### src/rtl/assert_macros.svh
// Assertion macros shared by the RTL.
`ifndef ASSERT_MACROS_SVH
`define ASSERT_MACROS_SVH

`ifndef SYNTHESIS

`define ASSERT_CLK(label, clk, rst_n, prop, msg) \
  label: assert property (@(posedge clk) disable iff (!(rst_n)) prop) else $error(msg);

`define ASSERT_NEVER(label, clk, rst_n, expr, msg) \
  label: assert property (@(posedge clk) disable iff (!(rst_n)) !(expr)) else $error(msg);

`else

`define ASSERT_CLK(label, clk, rst_n, prop, msg)

`define ASSERT_NEVER(label, clk, rst_n, expr, msg)

`endif

`endif

### src/rtl/ofdm2_pkg.sv
package ofdm2_pkg;

  localparam int NUM_POINTS   = 21;
  localparam int TWIDDLE_BITS = 16;
  localparam int OUT_FRAC     = 14;

  localparam int TwW  = TWIDDLE_BITS + 2;
  localparam int IdxW = (NUM_POINTS > 1) ? $clog2(NUM_POINTS) : 1;

  typedef logic signed [TwW-1:0] tw_t;

  typedef struct packed {
    tw_t re;
    tw_t im;
  } twiddle_t;

  typedef struct packed {
    logic signed [2:0] re;
    logic signed [2:0] im;
  } qam_t;

  localparam logic [63:0] HalfPiQ30 = 64'd1686629713;
  localparam logic [63:0] OneQ30    = 64'd1 << 30;

  localparam logic [63:0] TaylorCosDiv [1:10] = '{
    64'd2, 64'd12, 64'd30, 64'd56, 64'd90, 64'd132, 64'd182, 64'd240, 64'd306, 64'd380
  };
  localparam logic [63:0] TaylorSinDiv [1:10] = '{
    64'd6, 64'd20, 64'd42, 64'd72, 64'd110, 64'd156, 64'd210, 64'd272, 64'd342, 64'd420
  };

  function automatic logic [63:0] isqrt_u64(logic [63:0] v);
    logic [63:0] rem;
    logic [63:0] res;
    logic [63:0] bitv;
    rem = v;
    res = '0;
    for (int i = 31; i >= 0; i--) begin
      bitv = 64'd1 << (2 * i);
      if (rem >= res + bitv) begin
        rem = rem - (res + bitv);
        res = (res >> 1) + bitv;
      end else begin
        res = res >> 1;
      end
    end
    return res;
  endfunction

  // sqrt(N) * 2^30
  localparam logic [63:0] TwDen = isqrt_u64(64'(NUM_POINTS) << 56) << 2;

  function automatic longint scale_q30(longint v);
    logic [63:0] mag;
    logic [63:0] quo;
    mag = (v < 0) ? 64'(-v) : 64'(v);
    quo = ((mag << TWIDDLE_BITS) + (TwDen >> 1)) / TwDen;
    return (v < 0) ? -longint'(quo) : longint'(quo);
  endfunction

  // Elaboration-time twiddle: quadrant plus Q30 Taylor series on the residue
  function automatic twiddle_t twiddle_at(int unsigned n);
    logic [63:0] q;
    logic [63:0] r;
    logic [63:0] phi;
    logic [63:0] x2;
    logic [63:0] tc;
    logic [63:0] ts;
    longint      sc;
    longint      ss;
    longint      cr;
    longint      ci;
    twiddle_t    w;
    q   = (64'(n) * 64'd4) / NUM_POINTS;
    r   = (64'(n) * 64'd4) % NUM_POINTS;
    phi = (HalfPiQ30 * r + 64'(NUM_POINTS / 2)) / NUM_POINTS;
    x2  = (phi * phi) >> 30;
    tc  = OneQ30;
    ts  = phi;
    sc  = longint'(OneQ30);
    ss  = longint'(phi);
    for (int k = 1; k <= 10; k++) begin
      tc = ((tc * x2) >> 30) / TaylorCosDiv[k];
      ts = ((ts * x2) >> 30) / TaylorSinDiv[k];
      if ((k & 1) != 0) begin
        sc = sc - longint'(tc);
        ss = ss - longint'(ts);
      end else begin
        sc = sc + longint'(tc);
        ss = ss + longint'(ts);
      end
    end
    case (q[1:0])
      2'd0: begin cr = sc;  ci = ss;  end
      2'd1: begin cr = -ss; ci = sc;  end
      2'd2: begin cr = -sc; ci = -ss; end
      default: begin cr = ss; ci = -sc; end
    endcase
    w.re = tw_t'(scale_q30(cr));
    w.im = tw_t'(scale_q30(ci));
    return w;
  endfunction

  localparam twiddle_t Tw0 = twiddle_at(0);

  // b0/b1 pick magnitude, b3 sets real sign, b2 negates imag
  function automatic qam_t map_nibble(logic [3:0] nib);
    qam_t s;
    s.re = nib[0] ? 3'sd1 : 3'sd3;
    s.im = nib[1] ? 3'sd1 : 3'sd3;
    if (!nib[3]) s.re = -s.re;
    if (nib[2])  s.im = -s.im;
    return s;
  endfunction

endpackage

### src/rtl/ofdm_two_carrier_qam16_modulator.sv
// Path: byte register, then ROM, product and sum stages to the output.
// Throughput: 21 samples per byte, one per cycle unless out_stall_i holds; the
// next request taken as the sample counter wraps, so symbols run back to back.
// The sample counter and the ROM-multiply-sum pipeline set that figure.
// Reset: asynchronous, active low; clears busy, the valid bits and the counter only.
`include "assert_macros.svh"

module ofdm_two_carrier_qam16_modulator (
  input  logic                clk_i,
  input  logic                rst_ni,
  input  logic                in_valid_i,
  output logic                in_stall_o,
  input  logic [7:0]          data_byte_i,
  output logic                out_valid_o,
  input  logic                out_stall_i,
  output logic signed [17:0]  sample_real_o,
  output logic signed [17:0]  sample_imag_o,
  output logic [5:0]          sample_index_o,
  output logic                last_sample_o
);

  localparam int IdxW = ofdm2_pkg::IdxW;
  localparam int TwW  = ofdm2_pkg::TwW;
  localparam int PW   = TwW + 3;
  localparam int AccW = PW + 2;
  localparam int ShR  = (ofdm2_pkg::TWIDDLE_BITS >= ofdm2_pkg::OUT_FRAC) ?
                        (ofdm2_pkg::TWIDDLE_BITS - ofdm2_pkg::OUT_FRAC) : 0;
  localparam int ShL  = (ofdm2_pkg::TWIDDLE_BITS < ofdm2_pkg::OUT_FRAC) ?
                        (ofdm2_pkg::OUT_FRAC - ofdm2_pkg::TWIDDLE_BITS) : 0;
  localparam int VW   = AccW + 1 + ShL;

  localparam logic [IdxW-1:0]      Last   = IdxW'(ofdm2_pkg::NUM_POINTS - 1);
  localparam logic signed [VW-1:0] Rnd    = (ShR > 0) ? VW'(1) <<< (ShR - 1) : '0;
  localparam logic signed [VW-1:0] OutMax = VW'(131071);
  localparam logic signed [VW-1:0] OutMin = -VW'(131072);
  localparam logic signed [PW-1:0] W0Re   = PW'(ofdm2_pkg::Tw0.re);

  ofdm2_pkg::twiddle_t tw_rom [ofdm2_pkg::NUM_POINTS];

  for (genvar g = 0; g < ofdm2_pkg::NUM_POINTS; g++) begin : g_rom
    assign tw_rom[g] = ofdm2_pkg::twiddle_at(g);
  end

  logic                adv;
  logic                in_acc;
  logic                busy_q, busy_d;
  logic [IdxW-1:0]     n_q, n_d;
  logic [7:0]          byte_q;

  logic                v1_q;
  logic [7:0]          byte1_q;
  ofdm2_pkg::twiddle_t w1_q;
  logic [IdxW-1:0]     n1_q;
  logic                last1_q;

  logic                v2_q;
  logic signed [PW-1:0] pa_r_q, pa_i_q, p_brwr_q, p_biwi_q, p_brwi_q, p_biwr_q;
  logic [IdxW-1:0]     n2_q;
  logic                last2_q;

  ofdm2_pkg::qam_t     sa, sb;
  logic signed [AccW-1:0] acc_r, acc_i;

  logic                out_valid_q;
  logic signed [17:0]  re_q, im_q;
  logic [IdxW-1:0]     n3_q;
  logic                last3_q;

  function automatic logic signed [17:0] to_out(logic signed [AccW-1:0] acc);
    logic signed [VW-1:0] v;
    v = VW'(acc) + Rnd;
    v = (v >>> ShR) <<< ShL;
    if (v > OutMax) v = OutMax;
    if (v < OutMin) v = OutMin;
    return v[17:0];
  endfunction

  assign adv        = !out_valid_q || !out_stall_i;
  assign in_stall_o = busy_q && !(adv && n_q == Last);
  assign in_acc     = in_valid_i && !in_stall_o;

  // sample sequencer
  always_comb begin
    busy_d = busy_q;
    n_d    = n_q;
    if (busy_q && adv) begin
      if (n_q == Last) begin
        busy_d = in_acc;
        n_d    = '0;
      end else begin
        n_d = n_q + 1'b1;
      end
    end else if (!busy_q && in_acc) begin
      busy_d = 1'b1;
      n_d    = '0;
    end
  end

  always_ff @(posedge clk_i or negedge rst_ni) begin
    if (!rst_ni) begin
      busy_q      <= 1'b0;
      n_q         <= '0;
      v1_q        <= 1'b0;
      v2_q        <= 1'b0;
      out_valid_q <= 1'b0;
    end else begin
      busy_q <= busy_d;
      n_q    <= n_d;
      if (adv) begin
        v1_q        <= busy_q;
        v2_q        <= v1_q;
        out_valid_q <= v2_q;
      end
    end
  end

  always_ff @(posedge clk_i) begin
    if (in_acc) begin
      byte_q <= data_byte_i;
    end
  end

  // stage 1: twiddle ROM
  always_ff @(posedge clk_i) begin
    if (adv) begin
      byte1_q <= byte_q;
      w1_q    <= tw_rom[n_q];
      n1_q    <= n_q;
      last1_q <= (n_q == Last);
    end
  end

  // stage 2: symbol by twiddle products
  always_comb begin
    sa = ofdm2_pkg::map_nibble(byte1_q[3:0]);
    sb = ofdm2_pkg::map_nibble(byte1_q[7:4]);
  end

  always_ff @(posedge clk_i) begin
    if (adv) begin
      pa_r_q   <= PW'(sa.re) * W0Re;
      pa_i_q   <= PW'(sa.im) * W0Re;
      p_brwr_q <= PW'(sb.re) * PW'(w1_q.re);
      p_biwi_q <= PW'(sb.im) * PW'(w1_q.im);
      p_brwi_q <= PW'(sb.re) * PW'(w1_q.im);
      p_biwr_q <= PW'(sb.im) * PW'(w1_q.re);
      n2_q     <= n1_q;
      last2_q  <= last1_q;
    end
  end

  // stage 3: sum, round to Q14, saturate
  always_comb begin
    acc_r = AccW'(pa_r_q) + AccW'(p_brwr_q) - AccW'(p_biwi_q);
    acc_i = AccW'(pa_i_q) + AccW'(p_brwi_q) + AccW'(p_biwr_q);
  end

  always_ff @(posedge clk_i) begin
    if (adv) begin
      re_q    <= to_out(acc_r);
      im_q    <= to_out(acc_i);
      n3_q    <= n2_q;
      last3_q <= last2_q;
    end
  end

  assign out_valid_o    = out_valid_q;
  assign sample_real_o  = re_q;
  assign sample_imag_o  = im_q;
  assign sample_index_o = 6'(n3_q);
  assign last_sample_o  = last3_q;

  `ASSERT_CLK(a_accept_at_wrap, clk_i, rst_ni,
    in_acc |-> (!busy_q || n_q == Last), "request taken mid-symbol")
  `ASSERT_CLK(a_last_index, clk_i, rst_ni,
    (out_valid_o && last_sample_o) |-> (n3_q == Last), "last flag on wrong index")
  `ASSERT_CLK(a_hold_counter, clk_i, rst_ni,
    !adv |=> $stable(n_q), "sample counter moved while stalled")
  `ASSERT_NEVER(a_idle_counter, clk_i, rst_ni,
    !busy_q && n_q != '0, "counter not parked while idle")

endmodule
### config.mk
export PLATFORM = sky130hd
export DESIGN_NAME = ofdm_two_carrier_qam16_modulator
export DESIGN_NICKNAME = d
export VERILOG_FILES = /design/src/rtl/ofdm2_pkg.sv /design/src/rtl/ofdm_two_carrier_qam16_modulator.sv
export VERILOG_INCLUDE_DIRS = /design/src /design/src/rtl
export SDC_FILE = /design/constraint.sdc
export NUM_CORES = 1
export LEC_CHECK = 0
export BUFFER_PORTS_ARGS = -buffer_cell sky130_fd_sc_hd__buf_2
export CAP_MARGIN = 10
export CORE_MARGIN = 3
export CORE_UTILIZATION = 30
export DETAILED_ROUTE_END_ITERATION = 12
export GPL_TIMING_DRIVEN = 0
export PLACE_DENSITY_LB_ADDON = 0.08
export SLEW_MARGIN = 20
export SYNTH_ARGS = -nofsm -noshare
export SYNTH_HDL_FRONTEND = slang
export SYNTH_SLANG_ARGS = --single-unit
### constraint.sdc
create_clock -name clk_i -period 6.01 [get_ports clk_i]
set_clock_uncertainty 0.2 [all_clocks]
set_input_delay 0.601 -clock clk_i [delete_from_list [all_inputs] [get_ports clk_i]]
set_output_delay 0.601 -clock clk_i [all_outputs]
set_load 0.01 [all_outputs]
==> flow_summary.json <==
{
  "worst_slew_pin_slew_ps": 780,
  "ios": 57,
  "drc": 0,
  "io_buffers": 55,
  "finalSetupViolations": 0,
  "status": "complete, no violations",
  "cts_tree": "built",
  "via_count": 12100,
  "rsz0062_at_grt": "false",
  "hold_path_class": "input port to flop",
  "drive_above_1_share": 0.0948,
  "clockBufferDepth": 3,
  "grt_max_degree": 92,
  "reg2regPathDepth": 17,
  "area_delta_synth_final_pct": 12.9,
  "synth_cell_types": 82,
  "dieArea_um2": 60900,
  "first_global_vias": 12300,
  "clkSlewWorstSetupHoldPaths_ps": 60,
  "synth.cell_area_um2": 17400,
  "synthCells": 1659,
  "grt_pass1_wl_um": 70300,
  "synth.top_cell.area_share": 0.350,
  "place_inst": 2472,
  "crit_end": "p_biwr_q[18]",
  "slew_violations": 0,
  "synth_top_cell_by_area": "edfxtp_1",
  "fin_cells": 2528,
  "clock-sinks": 212,
  "h-tree-depth": 1,
  "slew_headroom": 0.473,
  "synth-async-reset-ratio": 0.0425,
  "fin_crit_sh": 0.933,
  "ys_warn_count": 0,
  "placed_area_um2": 18700,
  "ys_seq_area_frac": 0.363,
  "firstDrtPassIters": 5,
  "yosys-top-cells-area": "edfxtp_1 (35%), ha_1 (15%), fa_1 (12%)",
  "synth_nets": 1988,
  "wirelength_um": 44200,
  "start_kind": "flop",
  "synth.most_common_cell": "inv_1",
  "place_congestion": 0.828,
  "worstPathMaxFanout": 10,
  "coreArea_um2": 56900,
  "antenna_cells": 0,
  "crit_start": "byte1_q[6]",
  "synth-seq-cells": 212,
  "initial_core_util": 0.306,
  "r2r_start": "byte1_q[6]",
  "clock_latency_ps": 550,
  "worstSetupPathType": "flop to flop",
  "numCtsBuffers": 27,
  "synth_edf_count": 203,
  "required_ps": 6090,
  "ys_top_cells_by_count": "inv_1 (229), ha_1 (214), edfxtp_1 (203)",
  "viasPerCell": 4.80,
  "drv_cap": 0,
  "ys.flop_type": "edfxtp_1",
  "drt_iter0_drc": 773,
  "avgSynthCellArea_um2": 10.5,
  "cp.arrival_ps": 5690,
  "antenna_found_initial": 1,
  "regToRegSetupSlack_ps": 400,
  "hold_viol": 0,
  "clock.fmax_mhz": 178,
  "dieWidth_um": 247,
  "route.antenna.remaining_nets": 0,
  "grtUsageTotal": 0.148,
  "design_area_um2": 19700,
  "wl_per_cell_um": 17.5,
  "hpwl_um": 34800,
  "root_buffer": "clkbuf_16",
  "nNetsFinal": 2082,
  "rows": 87,
  "cp-end-kind": "flop",
  "grt_overflow": 0,
  "fin_setup_tns_ps": 0,
  "die_y_um": 247,
  "min_period_ps": 5610,
  "worst_r2r_endpoint": "p_biwr_q[18]"
}
==> worst max-delay path: stages (launching register included) <==
cell       delay, ps
edfxtp_1         410
buf_12           170
xnor2_2          250
clkbuf_2         350
buf_2            320
nand2_1          110
fa_1             490
inv_1             40
ha_1             330
ha_1             300
a21o_1           180
a21o_1           210
a2111oi_1        620
o21ai_0          300
o41ai_2          480
o211ai_1         190
a21oi_1          290
xnor2_1          100
==> flip-flops by register name, summed over array words and instances (netlist names), 5 cells and up <==
| name | count |
|---|---|
| w1_q | 30 |
| p_biwi_q | 21 |
| p_brwr_q | 21 |
| p_biwr_q | 20 |
| p_brwi_q | 20 |
| sample_imag_o | 18 |
| sample_real_o | 18 |
| pa_r_q | 11 |
| pa_i_q | 10 |
| byte1_q | 8 |
| byte_q | 8 |
| n1_q | 5 |
| n2_q | 5 |
| n3_q | 5 |
| n_q | 5 |
==> final cells by class <==
cell class,instances,area [µm²]
buffer,46,215
sequential,212,6320
tap,756,946
clock inverter,9,119
inverter,229,860
timing repair buffer,65,418
fill,5836,37300
multi-input combinational,1172,10000
clock buffer,39,731
==> metrics by stage <==
stage / util / worst slack (ps) / hold slack [ps]
floorplan: - / 1030 / 105
global placement: 0.327 / -589 / 205
detailed placement: 0.328 / -559 / 205
CTS: 0.345 / 46.9 / 4.07
global route: 0.345 / 30.0 / 15.6
finish: 0.345 / 404 / 40.2
==> repair_timing <==
item | 4_1_cts | 5_1_grt
setup endpoints to repair | 16 | 10
resized for setup | 4 | 6
endpoints found under the hold margin | 14 | 0
buffers inserted | 1 | 1
hold buffers | 6 | 0
==> per-layer routing <==
metal  vias to the layer above  track usage  routed length [µm]
li1                       5996            -                   -
met1                      5940        0.213               22100
met2                       153        0.236               19800
met3                        51       0.0159                1310
met4                         0       0.0363                 992
met5                         -            0                   0
==> kinds of logic after synthesis <==
logic type,share of synthesized area
simple gates,0.116
compound gates,0.142
fa+ha+maj,0.272
buf+inv,0.0613
flops,0.363
xor+xnor,0.0438
mux,0.00129
other cells,0.000215
==> cells in the final DEF, fill, tap and decap left out, types with 28 or more instances in the layout <==
cell      count
inv_1       229
o21a_1       32
nand2_1     128
buf_2        60
xnor2_1      63
a21o_1       33
or2_2        35
o21ai_0      49
fa_1        103
nor2_1       86
nor3_1       31
a21oi_1      93
nand3_1      28
clkbuf_1     35
edfxtp_1    203
ha_1        214
==> worst min path at each step <==
stage | from | endpoint | slack [ps] | depth (start not counted)
after floorplan | rst_ni | busy_q | 110 | 0
after global placement | byte_q[2] | byte1_q[2] | 200 | 0
after detailed placement | byte_q[0] | byte1_q[0] | 200 | 0
after CTS | data_byte_i[6] | byte_q[6] | 4 | 1
after global routing | data_byte_i[7] | byte_q[7] | 20 | 1
final | data_byte_i[7] | byte_q[7] | 40 | 1
Power is not shown: default switching activity piles up to over one toggle a cycle in this logic, so the estimate is an artifact.
